--- src/msd_queue.sv ---
`timescale 1ns / 1ps

module msd_queue #(
  parameter int WIDTH = 8
) (
  input  logic             clk,
  input  logic             rst_n,
  input  logic             push,
  input  logic [WIDTH-1:0] push_data,
  output logic             full,
  input  logic             pop,
  output logic             valid,
  output logic [WIDTH-1:0] head
);

  logic [WIDTH-1:0] ent_r [2];
  logic             wptr_r, wptr_nxt;
  logic             rptr_r, rptr_nxt;
  logic [1:0]       cnt_r, cnt_nxt;

  assign full  = (cnt_r == 2'd2);
  assign valid = (cnt_r != 2'd0);
  assign head  = ent_r[rptr_r];

  // pointer and occupancy update
  always_comb begin
    wptr_nxt = wptr_r;
    rptr_nxt = rptr_r;
    cnt_nxt  = cnt_r;
    if (push) begin
      wptr_nxt = ~wptr_r;
    end
    if (pop) begin
      rptr_nxt = ~rptr_r;
    end
    if (push && !pop) begin
      cnt_nxt = cnt_r + 2'd1;
    end else if (pop && !push) begin
      cnt_nxt = cnt_r - 2'd1;
    end
  end

  always_ff @(posedge clk) begin
    if (!rst_n) begin
      wptr_r <= 1'b0;
      rptr_r <= 1'b0;
      cnt_r  <= 2'd0;
    end else begin
      wptr_r <= wptr_nxt;
      rptr_r <= rptr_nxt;
      cnt_r  <= cnt_nxt;
    end
  end

  // entry storage
  always_ff @(posedge clk) begin
    if (push) begin
      ent_r[wptr_r] <= push_data;
    end
  end

endmodule

--- config.mk ---
export PLATFORM = sky130hd
export DESIGN_NAME = msd_queue
export DESIGN_NICKNAME = d
export VERILOG_FILES = /design/src/msd_queue.sv
export SDC_FILE = /design/constraint.sdc
export NUM_CORES = 1
export LEC_CHECK = 0
export CAP_MARGIN = 10
export CORE_ASPECT_RATIO = 0.75
export CORE_MARGIN = 1
export CORE_UTILIZATION = 35
export DETAILED_ROUTE_END_ITERATION = 12
export DONT_BUFFER_PORTS = 1
export GPL_ROUTABILITY_DRIVEN = 0
export GPL_TIMING_DRIVEN = 0
export PLACE_DENSITY = 0.59
export SYNTH_ARGS = -nofsm -noshare
export SYNTH_HDL_FRONTEND = slang
export SYNTH_SLANG_ARGS = --single-unit
export TNS_END_PERCENT = 100
--- constraint.sdc ---
create_clock -name clk -period 3.25 [get_ports clk]
set_input_delay 0.4875 -clock clk [delete_from_list [all_inputs] [get_ports clk]]
set_output_delay 0.4875 -clock clk [all_outputs]
set_load 0.005 [all_outputs]
# Word-level counts from Yosys, hierarchy flattened
# Memories as Yosys holds them, arrays and structs flattened. A register that Yosys moved wholly into a read port is not among the register bits.
# Cells that the tools add are included.
word_totals:
  regBits: 4
  ram_bits: 16
  out_inout_bits: 10
  n_memories: 1
classes:
  add_sub_neg: 2
  n_eq_ne: 1
  n_mux: 6
  bitwise_logic: 2
  n_reduce_logical: 6
mem_list:
  columns: ["name", "words", "word_bits", "read_ports", "rd_clocked_by_memory_dff", "write_ports", "line", "text"]
  rows:
  - ["ent_r", 2, 8, 1, 1, 1, "16", "logic [WIDTH-1:0] ent_r [2];"]
op_table:
  columns: ["op", "n"]
  rows:
  - ["two-way mux 1 bit", 4]
  - ["two-way mux 2 bit", 2]
  - ["nonzero test 2 bit", 2]
  - ["adder 2 x 1 -> 2 bit (second input constant)", 1]
  - ["== test 2 bit (second input constant)", 1]
  - ["logical AND 1 bit", 2]
  - ["zero test 1 bit", 2]
  - ["NOT 1 bit", 2]
  - ["subtractor 2 x 1 -> 2 bit (second input constant)", 1]

# Longest topological paths before layout
logic_depth:
  word_depth: 4
  depth_mapped: 5
  depth_no_buf: 5

# Worst setup path after synthesis
# Ideal clock, no wire load.
synth_path:
  path_type: "in2reg"
  start: "in pop"
  end: "reg cnt_r[1]"
  setup_time_ns: 0.070
  arrival_time_ns: 1.286
  path_slack_ns: 1.894
  cell_stages: 4
  path_buffers: 0
  path_cell_list: "inv_1 > ha_1 > or3_1 > a21boi_1"
synth_between:
  elab_chain_cells: 3
  word_cells_on_any_way: 5
  classes_between: "mux (1); reduce/logical (4)"
synth_lines:
  columns: ["item", "line", "text"]
  rows:
  - ["start: declaration", "11", "input logic pop,"]
  - ["zero test 1 bit", "36", "if (push && !pop) begin"]
  - ["logical AND 1 bit", "36", null]
  - ["two-way mux 2 bit or nonzero test 2 bit (tied branches)", null, null]
  - ["end signal: assignment", "51", "cnt_r <= cnt_nxt;"]
  - ["end: declaration", "19", "logic [1:0] cnt_r, cnt_nxt;"]
# Several ways; a longest one is shown, not always the timed one.
# A chain may end at the register's enable or synchronous reset.

==> impl_metrics.json <==
{
  "fill_cells": 195,
  "gr-total-overflow": 0,
  "ir_drop_mv": 0.243,
  "dp_hpwl_microns": 752,
  "clkSinkCount": 21,
  "cts.htree.levels": 1,
  "crit_path_end_kind": "primary output",
  "die_area_sq_mm": 0.00247,
  "intPower_mw": 0.380,
  "final.period_utilization": 0.517,
  "maxCapViolations": 0,
  "final_hold_viol_count": 0,
  "sw_frac_of_total": 0.207,
  "power.switching_mw": 0.0993,
  "synthesis.nets": 60,
  "syn_inst": 47,
  "synth_ff_type": "edfxtp_1",
  "postRouteAntennaNets": 0,
  "synth_top_area_frac": 0.603,
  "drt_iter0_markers": 7,
  "die_h_microns": 43.3,
  "grt_start_max_net_pins": 12,
  "leakagePower_nw": 0.301,
  "syn_area_per_cell_sq_um": 17.0,
  "dp_slack_ps": 1690,
  "start_util": 0.386,
  "top_layer_used": "met3",
  "yosys_warnings": 0,
  "ys_types": 16,
  "cts_root_buffer": "clkbuf_4",
  "port_buffers": 0,
  "ff2ff_setup_slack_ps": 1940,
  "ys_ff_latch": 21,
  "vias_per_cell": 4.80,
  "first_pass_iters": 10,
  "hold_class": "input pin to flop",
  "finalSetupViolations": 0,
  "io_pins": 22,
  "rsz0062_at_grt": "no",
  "post-route-worst-setup-slack_ps": 1570,
  "yosysSeqAreaShare": 0.728,
  "max-slew-margin-rel": 0.471,
  "synthesis.area_sq_um": 797,
  "max_freq_mhz": 595,
  "r2r-start": "wptr_r$_SDFFE_PN0P_",
  "die_x_microns": 57.1,
  "violations": "design-rule violations",
  "clockPowerShare": 0.248,
  "cts_buffers": 3,
  "min_from": "push_data[6]",
  "worst_slew_pin_slew_ps": 793,
  "routed_wl_microns": 1090,
  "cts_tree": "done",
  "routedWlPerCell_microns": 14.6,
  "antenna-diode-count": 0,
  "cts.repair.resized": 0,
  "cts_setup_buffers": 0,
  "antenna_found_initial": 0,
  "core_sq_mm": 0.00207,
  "p_comb_frac": 0.097,
  "grt_pass1_wl_microns": 1710,
  "period_minus_slack_ps": 1680,
  "powerDensity_mw_per_mm2": 562,
  "whs_path_depth": 0,
  "drt-met1-wl_microns": 514,
  "grt_use_total": 0.104,
  "synth_area_leader_cell": "edfxtp_1",
  "final_layout_size_suffix_gt1_frac": 0.275,
  "met2RoutedLength_microns": 461,
  "arrival_ps": 1190,
  "area_delta_synth_final_pct": 7.06,
  "status": "finished with violations",
  "grt_pass1_vias": 340,
  "nets": 65,
  "rows": 14,
  "drc_errors": 4,
  "routed-via-count": 360,
  "path_class": "flop to primary output",
  "worstRegToRegCells": 1,
  "synth_area_leaders": "edfxtp_1, dfxtp_1, mux2_2",
  "pwr-share-seq": 0.655,
  "stdcell_area_sq_um": 853,
  "startpoint_type": "flop",
  "async_reset_ff_frac": 0,
  "fin_skew_ps": 5.31,
  "drv_slew": 0,
  "cp_max_fo": 8,
  "wl_met3_microns": 116,
  "cts.path.max_buffers": 2,
  "postPlaceCellArea_sq_um": 827,
  "tns_ps": 0,
  "clk_pin_slew_ps": 110,
  "required_ps": 2760,
  "hold_buffers": 0,
  "synth-edff-count": 16,
  "clk_latency_ps": 290
}
-- registers in the layout (all words and copies together), names as in the netlist, named ones only --
signal,count
ent_r,16
rptr_r,1
wptr_r,1
cnt_r,2
-- cell usage in the layout, fill, tap and decap left out, types with 2 or more instances in the layout --
cell,count
edfxtp_1,16
clkbuf_4,3
dfxtp_1,5
nor2b_1,2
mux2_2,8
xor2_1,2
and2_1,4
-- power by group through the flow --
stage / Clock [mW] / Sequential [mW] / Combinational (mW)
2_1_floorplan: 0 / 0.318 / 0.0410
6_report: 0.119 / 0.314 / 0.0465
3_3_place_gp: 0 / 0.319 / 0.0476
5_1_grt: 0.137 / 0.316 / 0.0529
3_5_place_dp: 0 / 0.320 / 0.0478
4_1_cts: 0.126 / 0.314 / 0.0482
-- cell type report --
cell class | count | area [sq um] | area share
plain buffers | 1 | 5.00 | 0.00587
clock buffers | 4 | 26.3 | 0.0308
flip-flops and latches | 21 | 581 | 0.680
inverters | 1 | 3.75 | 0.00440
multi-input cells | 24 | 208 | 0.243
well taps | 24 | 30.0 | 0.0352
-- routing by layer --
layer | up-vias | GRT usage
met4 | 0 | 0.0439
met5 | - | 0
li1 | 178 | -
met1 | 167 | 0.121
met3 | 0 | 0.0762
met2 | 15 | 0.146
-- worst paths after layout --
path,to
hold / removal,ent_r[0][6]$_DFFE_PP_
setup reg to reg,ent_r[0][1]$_DFFE_PP_
hold reg to reg,cnt_r[1]$_SDFFE_PN0P_
setup / recovery,head[6]
-- worst max-delay path, stage by stage (launching register included) --
cell	delay, ps
dfxtp_1	310
buf_2	210
mux2_2	380
-- Yosys cell counts, types with 2 or more instances --
cell,n
nor2b_1,2
edfxtp_1,16
and2_1,4
mux2_2,8
xor2_1,2
dfxtp_1,5
-- stage by stage --
stage,power [mW],std cells,hold WS [ps],utilization
after floorplan,0.359,47,461,-
after global placement,0.367,71,479,0.400
after detailed placement,0.368,71,492,0.400
after CTS,0.488,75,267,0.413
after global routing,0.506,75,246,0.413
final,0.479,75,279,0.413
-- logic make-up after synthesis --
logic type / synth area share
AOI/OAI and AO/OA: 0.0251
muxes: 0.113
adders and majority gates: 0.0157
DFF: 0.728
xor gates and xnor gates: 0.0330
buffers and inverters: 0.0110
and+or+nand+nor: 0.0738
(Power assumes the default switching activity.)
