--- src/msd_pkg.sv ---
`timescale 1ns / 1ps

package msd_pkg;

  // width of the window length register as seen on the configuration port
  localparam int LEN_BITS = 9;

  // window length after reset
  localparam int DEFAULT_WINDOW = 20;

  // default sizes handed down from the top level
  localparam int MAX_WINDOW_DEF  = 256;
  localparam int SAMPLE_BITS_DEF = 24;

  // quotient bits resolved per cycle by the shared divider
  localparam int DIV_STEP = 8;

endpackage

--- src/msd_div.sv ---
`timescale 1ns / 1ps

module msd_div import msd_pkg::*; #(
  parameter int DW = 64,
  parameter int VW = 9
) (
  input  logic          clk,
  input  logic          rst_n,
  input  logic          start,
  input  logic [DW-1:0] dividend,
  input  logic [VW-1:0] divisor,
  output logic          busy,
  output logic          done,
  output logic [DW-1:0] quotient
);

  localparam int ITER = (DW + DIV_STEP - 1) / DIV_STEP;
  localparam int PW   = ITER * DIV_STEP;
  localparam int CW   = (ITER > 1) ? $clog2(ITER) : 1;

  logic [PW-1:0] sh_r;
  logic [VW-1:0] rem_r;
  logic [CW-1:0] cnt_r, cnt_nxt;
  logic          busy_r, busy_nxt;
  logic          done_r, done_nxt;

  logic [PW-1:0] s;
  logic [VW-1:0] r;
  logic [VW:0]   t;

  // restoring steps, quotient bits shift in behind the dividend bits
  always_comb begin
    s = sh_r;
    r = rem_r;
    t = '0;
    for (int i = 0; i < DIV_STEP; i++) begin
      t = {r, s[PW-1]};
      s = {s[PW-2:0], 1'b0};
      if (t >= {1'b0, divisor}) begin
        t    = t - {1'b0, divisor};
        s[0] = 1'b1;
      end
      r = t[VW-1:0];
    end
  end

  // iteration count
  always_comb begin
    busy_nxt = busy_r;
    cnt_nxt  = cnt_r;
    done_nxt = 1'b0;
    if (start) begin
      busy_nxt = 1'b1;
      cnt_nxt  = '0;
    end else if (busy_r) begin
      if (cnt_r == CW'(ITER - 1)) begin
        busy_nxt = 1'b0;
        done_nxt = 1'b1;
      end else begin
        cnt_nxt = cnt_r + CW'(1);
      end
    end
  end

  always_ff @(posedge clk) begin
    if (!rst_n) begin
      busy_r <= 1'b0;
      done_r <= 1'b0;
      cnt_r  <= '0;
    end else begin
      busy_r <= busy_nxt;
      done_r <= done_nxt;
      cnt_r  <= cnt_nxt;
    end
  end

  always_ff @(posedge clk) begin
    if (start) begin
      sh_r  <= PW'(dividend);
      rem_r <= '0;
    end else if (busy_r) begin
      sh_r  <= s;
      rem_r <= r;
    end
  end

  assign busy     = busy_r;
  assign done     = done_r;
  assign quotient = sh_r[DW-1:0];

endmodule

--- src/msd_back.sv ---
`timescale 1ns / 1ps

module msd_back import msd_pkg::*; #(
  parameter int MAX_WINDOW  = MAX_WINDOW_DEF,
  parameter int SAMPLE_BITS = SAMPLE_BITS_DEF,
  localparam int NW   = $clog2(MAX_WINDOW + 1),
  localparam int SUMW = SAMPLE_BITS + NW,
  localparam int SQW  = 2 * SAMPLE_BITS + NW - 2,
  localparam int EW   = NW + SUMW + SQW
) (
  input  logic                          clk,
  input  logic                          rst_n,
  input  logic                          q_valid,
  input  logic [EW-1:0]                 q_head,
  output logic                          q_pop,
  output logic                          out_valid,
  input  logic                          out_stall,
  output logic signed [SAMPLE_BITS-1:0] out_window_mean,
  output logic [SAMPLE_BITS-2:0]        out_deviation
);

  localparam int SB   = SAMPLE_BITS;
  localparam int MW   = SUMW - 1;
  localparam int NUMW = 2 * MW;
  localparam int H    = (MW + 1) / 2;
  localparam int CMAX = (NW > SB) ? NW : SB;
  localparam int CNTW = $clog2(CMAX);

  typedef enum logic [10:0] {
    B_IDLE = 11'b000_0000_0001,
    B_NSQ  = 11'b000_0000_0010,
    B_SQ0  = 11'b000_0000_0100,
    B_SQ1  = 11'b000_0000_1000,
    B_SQ2  = 11'b000_0001_0000,
    B_SQ3  = 11'b000_0010_0000,
    B_SUB  = 11'b000_0100_0000,
    B_DIV1 = 11'b000_1000_0000,
    B_DIV2 = 11'b001_0000_0000,
    B_ROOT = 11'b010_0000_0000,
    B_DONE = 11'b100_0000_0000
  } bstate_t;

  bstate_t          state_r, state_nxt;
  logic [CNTW-1:0]  cnt_r, cnt_nxt;
  logic             out_valid_r, out_valid_nxt;
  logic [NW-1:0]    n_r, nsh_r;
  logic [SQW-1:0]   sumsq_r;
  logic [MW-1:0]    mag_r;
  logic             neg_r;
  logic [NUMW-1:0]  acc_r, nsq_r;
  logic [2*H-1:0]   prod_r;
  logic [2*SB-1:0]  vsh_r;
  logic [SB:0]      rem_r;
  logic [SB-1:0]    root_r;
  logic signed [SB-1:0] out_mean_r;
  logic [SB-2:0]    out_dev_r;

  logic [NW-1:0]          q_n;
  logic signed [SUMW-1:0] q_sum, q_sum_abs;
  logic [SQW-1:0]         q_sumsq;
  logic [NUMW-1:0]        acc_nsq;
  logic [NUMW-1:0]        num;
  logic [H-1:0]           lo, hi, mul_a, mul_b;
  logic [2*H-1:0]         mul_p;
  logic [SB+2:0]          rr, tt;
  logic [SB:0]            rem_step;
  logic                   root_bit;
  logic                   out_load;
  logic                   div_start, div_busy, div_done;
  logic [NUMW-1:0]        div_dividend, div_quot;
  logic [SB-1:0]          mean_mag;

  // unpack a queued request
  assign q_n       = q_head[EW-1 -: NW];
  assign q_sum     = $signed(q_head[SQW +: SUMW]);
  assign q_sumsq   = q_head[SQW-1:0];
  assign q_sum_abs = q_sum[SUMW-1] ? -q_sum : q_sum;

  // n times sum of squares, msb-first shift and add
  assign acc_nsq = (acc_r << 1) + (nsh_r[NW-1] ? NUMW'(sumsq_r) : '0);

  // square of the sum from half-width partial products
  assign lo = mag_r[H-1:0];
  assign hi = H'(mag_r[MW-1:H]);
  always_comb begin
    mul_a = lo;
    mul_b = lo;
    if (state_r == B_SQ1) begin
      mul_b = hi;
    end else if (state_r == B_SQ2) begin
      mul_a = hi;
      mul_b = hi;
    end
  end
  assign mul_p = mul_a * mul_b;

  assign num = (nsq_r >= acc_r) ? (nsq_r - acc_r) : '0;

  // digit-by-digit square root step
  assign rr       = {rem_r, vsh_r[2*SB-1 -: 2]};
  assign tt       = {1'b0, root_r, 2'b01};
  assign root_bit = (rr >= tt);
  assign rem_step = root_bit ? (rr[SB:0] - tt[SB:0]) : rr[SB:0];

  // shared divider for both divisions by n and the mean
  msd_div #(
    .DW (NUMW),
    .VW (NW)
  ) u_div (
    .clk      (clk),
    .rst_n    (rst_n),
    .start    (div_start),
    .dividend (div_dividend),
    .divisor  (n_r),
    .busy     (div_busy),
    .done     (div_done),
    .quotient (div_quot)
  );

  // sequencer
  always_comb begin
    state_nxt    = state_r;
    cnt_nxt      = cnt_r;
    q_pop        = 1'b0;
    div_start    = 1'b0;
    div_dividend = num;
    out_load     = 1'b0;
    case (state_r)
      B_IDLE: begin
        if (q_valid) begin
          q_pop     = 1'b1;
          cnt_nxt   = '0;
          state_nxt = B_NSQ;
        end
      end
      B_NSQ: begin
        if (cnt_r == CNTW'(NW - 1)) begin
          cnt_nxt   = '0;
          state_nxt = B_SQ0;
        end else begin
          cnt_nxt = cnt_r + CNTW'(1);
        end
      end
      B_SQ0: begin
        state_nxt = B_SQ1;
      end
      B_SQ1: begin
        state_nxt = B_SQ2;
      end
      B_SQ2: begin
        state_nxt = B_SQ3;
      end
      B_SQ3: begin
        state_nxt = B_SUB;
      end
      B_SUB: begin
        div_start = 1'b1;
        state_nxt = B_DIV1;
      end
      B_DIV1: begin
        div_dividend = div_quot;
        if (div_done) begin
          div_start = 1'b1;
          state_nxt = B_DIV2;
        end
      end
      B_DIV2: begin
        div_dividend = NUMW'(mag_r);
        if (div_done) begin
          div_start = 1'b1;
          cnt_nxt   = '0;
          state_nxt = B_ROOT;
        end
      end
      B_ROOT: begin
        if (cnt_r == CNTW'(SB - 1)) begin
          state_nxt = B_DONE;
        end else begin
          cnt_nxt = cnt_r + CNTW'(1);
        end
      end
      B_DONE: begin
        if (!div_busy && (!out_valid_r || !out_stall)) begin
          out_load  = 1'b1;
          state_nxt = B_IDLE;
        end
      end
      default: begin
        state_nxt = B_IDLE;
      end
    endcase
  end

  // output register holds until taken
  always_comb begin
    out_valid_nxt = out_valid_r;
    if (out_load) begin
      out_valid_nxt = 1'b1;
    end else if (!out_stall) begin
      out_valid_nxt = 1'b0;
    end
  end

  always_ff @(posedge clk) begin
    if (!rst_n) begin
      state_r     <= B_IDLE;
      cnt_r       <= '0;
      out_valid_r <= 1'b0;
    end else begin
      state_r     <= state_nxt;
      cnt_r       <= cnt_nxt;
      out_valid_r <= out_valid_nxt;
    end
  end

  // datapath registers
  always_ff @(posedge clk) begin
    case (state_r)
      B_IDLE: begin
        if (q_valid) begin
          n_r     <= q_n;
          nsh_r   <= q_n;
          sumsq_r <= q_sumsq;
          neg_r   <= q_sum[SUMW-1];
          mag_r   <= q_sum_abs[MW-1:0];
          acc_r   <= '0;
        end
      end
      B_NSQ: begin
        acc_r <= acc_nsq;
        nsh_r <= nsh_r << 1;
      end
      B_SQ0: begin
        nsq_r  <= acc_r;
        prod_r <= mul_p;
      end
      B_SQ1: begin
        acc_r  <= NUMW'(prod_r);
        prod_r <= mul_p;
      end
      B_SQ2: begin
        acc_r  <= acc_r + (NUMW'(prod_r) << (H + 1));
        prod_r <= mul_p;
      end
      B_SQ3: begin
        acc_r <= acc_r + (NUMW'(prod_r) << (2 * H));
      end
      B_DIV2: begin
        if (div_done) begin
          vsh_r  <= div_quot[2*SB-1:0];
          rem_r  <= '0;
          root_r <= '0;
        end
      end
      B_ROOT: begin
        vsh_r  <= vsh_r << 2;
        rem_r  <= rem_step;
        root_r <= {root_r[SB-2:0], root_bit};
      end
      default: begin
      end
    endcase
  end

  // mean sign and deviation clamp
  assign mean_mag = div_quot[SB-1:0];

  always_ff @(posedge clk) begin
    if (out_load) begin
      out_mean_r <= neg_r ? -$signed(mean_mag) : $signed(mean_mag);
      out_dev_r  <= root_r[SB-1] ? '1 : root_r[SB-2:0];
    end
  end

  assign out_valid       = out_valid_r;
  assign out_window_mean = out_mean_r;
  assign out_deviation   = out_dev_r;

endmodule

--- config.mk ---
export PLATFORM = sky130hd
export DESIGN_NAME = msd_back
export DESIGN_NICKNAME = d
export VERILOG_FILES = /design/src/msd_pkg.sv /design/src/msd_div.sv /design/src/msd_back.sv
export SDC_FILE = /design/constraint.sdc
export NUM_CORES = 2
export LEC_CHECK = 0
export BUFFER_PORTS_ARGS = -buffer_cell sky130_fd_sc_hd__buf_2
export CAP_MARGIN = 5
export CORE_UTILIZATION = 47
export DETAILED_ROUTE_END_ITERATION = 10
export GPL_ROUTABILITY_DRIVEN = 0
export SLEW_MARGIN = 20
export SYNTH_ARGS = -nofsm -noshare
export SYNTH_HDL_FRONTEND = slang
export SYNTH_SLANG_ARGS = --single-unit
--- constraint.sdc ---
create_clock -name clk -period 20.1 [get_ports clk]
set_input_delay 4.02 -clock clk [delete_from_list [all_inputs] [get_ports clk]]
set_output_delay 4.02 -clock clk [all_outputs]
set_load 0.01 [all_outputs]
== Word level (Yosys, flattened, before mapping) ==
Cells that the tools add are included.
Storage, ports and cells
  bits in registers: 505
  input bits: 101
Cells by class
  add/sub/neg operators: 17
  multiply operators: 1
  $lt $le $gt $ge: 10
  eq/ne operators: 23
  muxes and demuxes: 61
  bitwise operators: 3
  reductions and logical operators: 22
Operator list (number)
  case mux 64 bit (5 select lines): 1
  two-way mux 64 bit: 4
  case mux 64 bit (2 select lines): 1
  case mux 11 bit (11 select lines): 1
  case mux 48 bit (2 select lines): 1
  two-way mux 9 bit: 9
  >= comparator 10 x 9 -> 1 bit: 8
  subtractor 9 bit: 8
  two-way mux 11 bit: 6
  adder 64 x 49 -> 64 bit: 1
  adder 64 x 55 -> 64 bit: 1
  adder 64 bit: 1
  >= comparator 64 bit: 1
  subtractor 64 bit: 1
  two-way mux 55 bit: 1
  two-way mux 25 bit: 2
  case mux 25 bit (2 select lines): 1
  two-way mux 16 bit: 3
  two-way mux 24 bit: 2
  two-way mux 48 bit: 1
  case mux 24 bit (2 select lines): 1
  multiplier 16 x 16 -> 32 bit: 1
  two-way mux 32 bit: 1
  negation 32 bit: 1
  38 further kinds: 79

== Longest topological paths before layout ==
  word-level depth: 18
  mapped depth: 86
  mapped depth without buffers: 81

== Modules after synthesis ==
From an unflattened synthesis, not the netlist that was laid out.
Unflattened totals
  cell total of the unflattened synthesis: 4899
  area, all modules: 45462.4 µm²
By module, submodules not included
  msd_back: times used 1, cells an instance 4106, area an instance 37863.8 µm²
  msd_div: times used 1, cells an instance 793, area an instance 7598.5 µm²

== Worst setup path after synthesis ==
No wires, ideal clock.
  kind: reg-to-reg
  start point: register n_r[1]
  end point: register u_div.rem_r[0]
  setup time: 0.122 ns
  arrival: 16.061 ns
  required time: 19.978 ns
  slack: 3.917 ns
  cell stages (with the launch flop): 75
  buffers on the path: 4
  clock period less this slack: 16.183 ns
  cells stage by stage: edfxtp_1 > inv_1 > fa_1 > a211oi_4 > o21ai_1 > a31oi_1 > buf_4 > mux2_1 > ha_1 > and4_1 > and2_1 > a221o_1 > or2_1 > buf_2 > mux2_4 > ha_1 > a211oi_1 > nor3b_1 > (+39 left out) > nor2b_1 > a211oi_1 > o21ai_0 > nor4_2 > nor2_4 > mux2_4 > inv_1 > ha_1 > a21o_1 > a21oi_1 > nor2_1 > nor2_1 > nand2_1 > o21bai_1 > a21oi_1 > nand3b_4 > nor4b_1 > a311o_1
On the way
  word-level cells in the longest chain between the ends: 16
  elaborated cells on any way between the ends: 23
  classes of those cells: add/sub: 7; order compare: 8; mux: 8
RTL lines
  start: declaration: line msd_back.sv:46  | logic [NW-1:0] n_r, nsh_r;
  start signal: assignment: line msd_back.sv:221  | n_r <= q_n;
  subtractor 9 bit / >= comparator 10 x 9 -> 1 bit (equally long branches): line msd_div.sv:40, msd_div.sv:39
  two-way mux 9 bit: line msd_div.sv:39  | if (t >= {1'b0, divisor}) begin
  subtractor 9 bit / >= comparator 10 x 9 -> 1 bit (equally long branches): line msd_div.sv:40, msd_div.sv:39
  two-way mux 9 bit: line msd_div.sv:39
  subtractor 9 bit / >= comparator 10 x 9 -> 1 bit (equally long branches): line msd_div.sv:40, msd_div.sv:39
  two-way mux 9 bit: line msd_div.sv:39
  subtractor 9 bit / >= comparator 10 x 9 -> 1 bit (equally long branches): line msd_div.sv:40, msd_div.sv:39
  two-way mux 9 bit: line msd_div.sv:39
  subtractor 9 bit / >= comparator 10 x 9 -> 1 bit (equally long branches): line msd_div.sv:40, msd_div.sv:39
  two-way mux 9 bit: line msd_div.sv:39
  subtractor 9 bit / >= comparator 10 x 9 -> 1 bit (equally long branches): line msd_div.sv:40, msd_div.sv:39
  two-way mux 9 bit: line msd_div.sv:39
  subtractor 9 bit / >= comparator 10 x 9 -> 1 bit (equally long branches): line msd_div.sv:40, msd_div.sv:39
  two-way mux 9 bit: line msd_div.sv:39
  >= comparator 10 x 9 -> 1 bit *: line msd_div.sv:39
  two-way mux 9 bit *: line msd_div.sv:39
  end signal: assignment: line msd_div.sv:83  | rem_r <= r;
  end: declaration: line msd_div.sv:22  | logic [VW-1:0] rem_r;
Every way passes the cells marked *; elsewhere a longest branch is shown, timed or not.
A chain may end at the register's enable or synchronous reset.

== Final worst setup path ==
Same ends and word-level chain as after synthesis.

==> metrics.txt <==
outcome=complete, no violations; clock sink count=about 510; clk_lat worst skew=about 0.70 ns; CTS Root Cell=clkbuf_16; syn_nets=5245; Post-Place Cell Area=between 40000 and 50000 sq um; Max Fclk=about 0.054 GHz; Die W=about 310 um; Port Buffer Count=approximately 150; area share of the largest cell type after synthesis=0.329; synthesized area=approximately 43000 sq um; die height=between 300 and 400 um; First-pass DRT Iterations=6; Critical Path Sink Type=register; Seq/Total Area, Yosys=0.343; Initial Util=0.478; largest net degree at the start of global routing=96; initial DRC count=between 2000 and 3000; CP Data Arrival Time=~19 ns; total die area=slightly above 90000 sq um; Levels on crit path=72; max_slew headroom=0.275; CP bufs+invs=4; critical path's slowest cell=fa_1; GR Layer Usage met1=0.367; Worst Setup Start Kind=register; CP Max Fanout=12; count of different cell masters after synthesis=96; WS Path Type=register to register; # fillers=8320; count leader, synth=nand2_1; Ys Warns=0; Global Route met2 Usage=0.400; Lkg Pwr=just over 20 nW; async set or reset register ratio after synthesis=0; Post-DP HPWL=about 92000 um; Final Hold Vio Count=0; Clock transition at path regs=roughly 0.060 ns; Avg Cell Area, Syn=roughly 9.5 sq um; routed vias=~34000; GRT Residual Overflow=0; global-route usage over all layers=0.256; number of flops mapped to enable cells by yosys=between 400 and 500; CTS Buf Count=59; Synth Flop Type=edfxtp_1; hold depth=2; Synth top cells by count=580 x nand2_1, 474 x edfxtp_1, 406 x inv_1, 389 x ha_1, 353 x nor2_1; Final ANT Viol Nets=0; met3 usage=0.0348; global route hottest layer=met2; Seq cells post-synth=~510; Cells after Synth=between 4000 and 5000; Max Slew Vio Count=0; Required @ worst endpoint=about 21 ns; Final Cycle Share=0.924; antenna violations before repair=2; Vias/cell=about 5.7; vias in the first global route=around 32000; core region area=approximately 91000 sq um; I/O Pins=150; Peak VDD IR=between 200 and 250 uV; area leader, netlist=edfxtp_1; CP dominant cell by count=ha_1; WL/cell=20.3 um; worst min-delay path category=register to register; power per cell area=153 nW/um^2; layout cells sized above 1=0.0846; delay of the slowest critical-path stage=between 0.5 and 0.6 ns; first-pass GRT wire length=between 150000 and 200000 um; Top Family by Delay on Critical Path=compound AO/OA/AOI/OAI gates; FF/Latch Area=about 15000 sq um; Max Cap Viol=0; Util after Layout=0.525; H-tree Lvls=2; worst slew pin tran=~1.1 ns; Row Count=110; Post-Route WL=between 100000 and 150000 um; DRC viols=0; Final Critical Period=18.57 ns; nets=roughly 5400; cell area after layout=~48000 sq um; worst r2r path cells=a little over 70; CTS tree=done; setup TNS=0 ns; multi-input combinational cell area=between 20000 and 30000 sq um; Syn-to-layout area delta=9.99%; Clock Tree Buf Depth=3; # setup viols final=0; RSZ-0062 raised after global routing=no; dominant cells by area after synthesis=edfxtp_1 33%, ha_1 11%, fa_1 9.5%; Clock Skews=0.0556 ns
timing repair:
action,in CTS,in global routing
buffers inserted,0,5
hold buffers,0,0
endpoints found under the hold margin,0,0
gates resized for setup,0,2
setup endpoints to repair,0,10
where the power goes:
part | leakage, nW | total, mW | switching (mW) | internal [mW]
registers | 4.57 | 1.48 | 0.0852 | 1.40
clock network | 1.03 | 1.18 | 0.476 | 0.705
logic | 15.0 | 4.64 | 2.67 | 1.97
area by class of cell:
class,instances,share of cell area
clock inverter,42,0.0123
multi-input combinational,3507,0.556
sequential,505,0.312
tap,1176,0.0309
timing repair buffer,197,0.0237
antenna,1,0.0000526
inverter,407,0.0322
clock buffer,69,0.0329
worst reg2reg max path: cells and delay by family, from the launching register on:
family / cells / cell delay, ns
AO/OA/AOI/OAI: 31 / 7.58
adder cells (fa/ha/maj): 8 / 3.02
buffers and inverters: 4 / 0.67
flip-flops: 1 / 0.48
multiplexers: 9 / 2.93
AND/OR/NAND/NOR: 20 / 3.75
stage by stage:
stage,power [mW],setup WS [ns],hold WS (ns),std cells
floorplan,4.93,3.92,0.443,4549
global placement,6.12,1.76,0.480,5786
detailed placement,6.15,1.25,0.490,5786
CTS,7.39,1.18,0.490,5897
global route,7.98,0.0254,0.524,5903
finish,7.30,1.53,0.495,5904
cell usage in the layout, fill, tap and decap left out, drive strengths merged, types with 39 or more instances in the layout:
master,instances
o31ai,45
a21o,150
mux2,47
ha,389
nor2,355
nand2,580
a21oi,295
mux2i,52
o21bai,56
nor3,90
nand3,45
fa,206
nor2b,46
edfxtp,474
xnor2,236
nand2b,50
buf,197
o21ai,217
inv,409
and2,84
xor2,95
clkbuf,69
o21a,41
nand4,39
cells by family (layout without fill, tap and decap cells):
family / count (synthesis) / in the layout / synth area share
AOI/OAI and AO/OA: 1051 / 1051 / 0.157
xor gates and xnor gates: 331 / 331 / 0.0670
adders and majority gates: 595 / 595 / 0.208
buffers and inverters: 537 / 715 / 0.0475
DFF: 505 / 505 / 0.343
muxes: 99 / 99 / 0.0247
other: 0 / 1 / 0
and+or+nand+nor: 1431 / 1431 / 0.152
layer usage:
metal / routed length [um] / part of all wire
met5: 0 / 0
met4: 3940 / 0.033
met3: 7200 / 0.060
met2: 53200 / 0.44
met1: 55700 / 0.46
sequential cells by signal, indices dropped and copies added, names as in the netlist, 3 cells and up:
| signal | count |
|---|---|
| nsq_r | 64 |
| n_r | 9 |
| out_window_mean | 24 |
| u_div.cnt_r | 3 |
| mag_r | 32 |
| cnt_r | 5 |
| sumsq_r | 55 |
| vsh_r | 48 |
| rem_r | 25 |
| u_div.rem_r | 9 |
| state_r | 11 |
| nsh_r | 9 |
| u_div.quotient | 64 |
| root_r | 24 |
| acc_r | 64 |
| out_deviation | 23 |
| prod_r | 32 |
final timing paths:
path / start / to / slack, ns
setup / recovery: n_r[1] / u_div.rem_r[0] / 1.53
hold / removal: u_div.cnt_r[1] / u_div.cnt_r[1] / 0.50
setup reg to reg: n_r[1] / u_div.rem_r[0] / 1.53
hold reg to reg: u_div.cnt_r[1] / u_div.cnt_r[1] / 0.50
No activity file was read; power rests on OpenSTA's default activity.
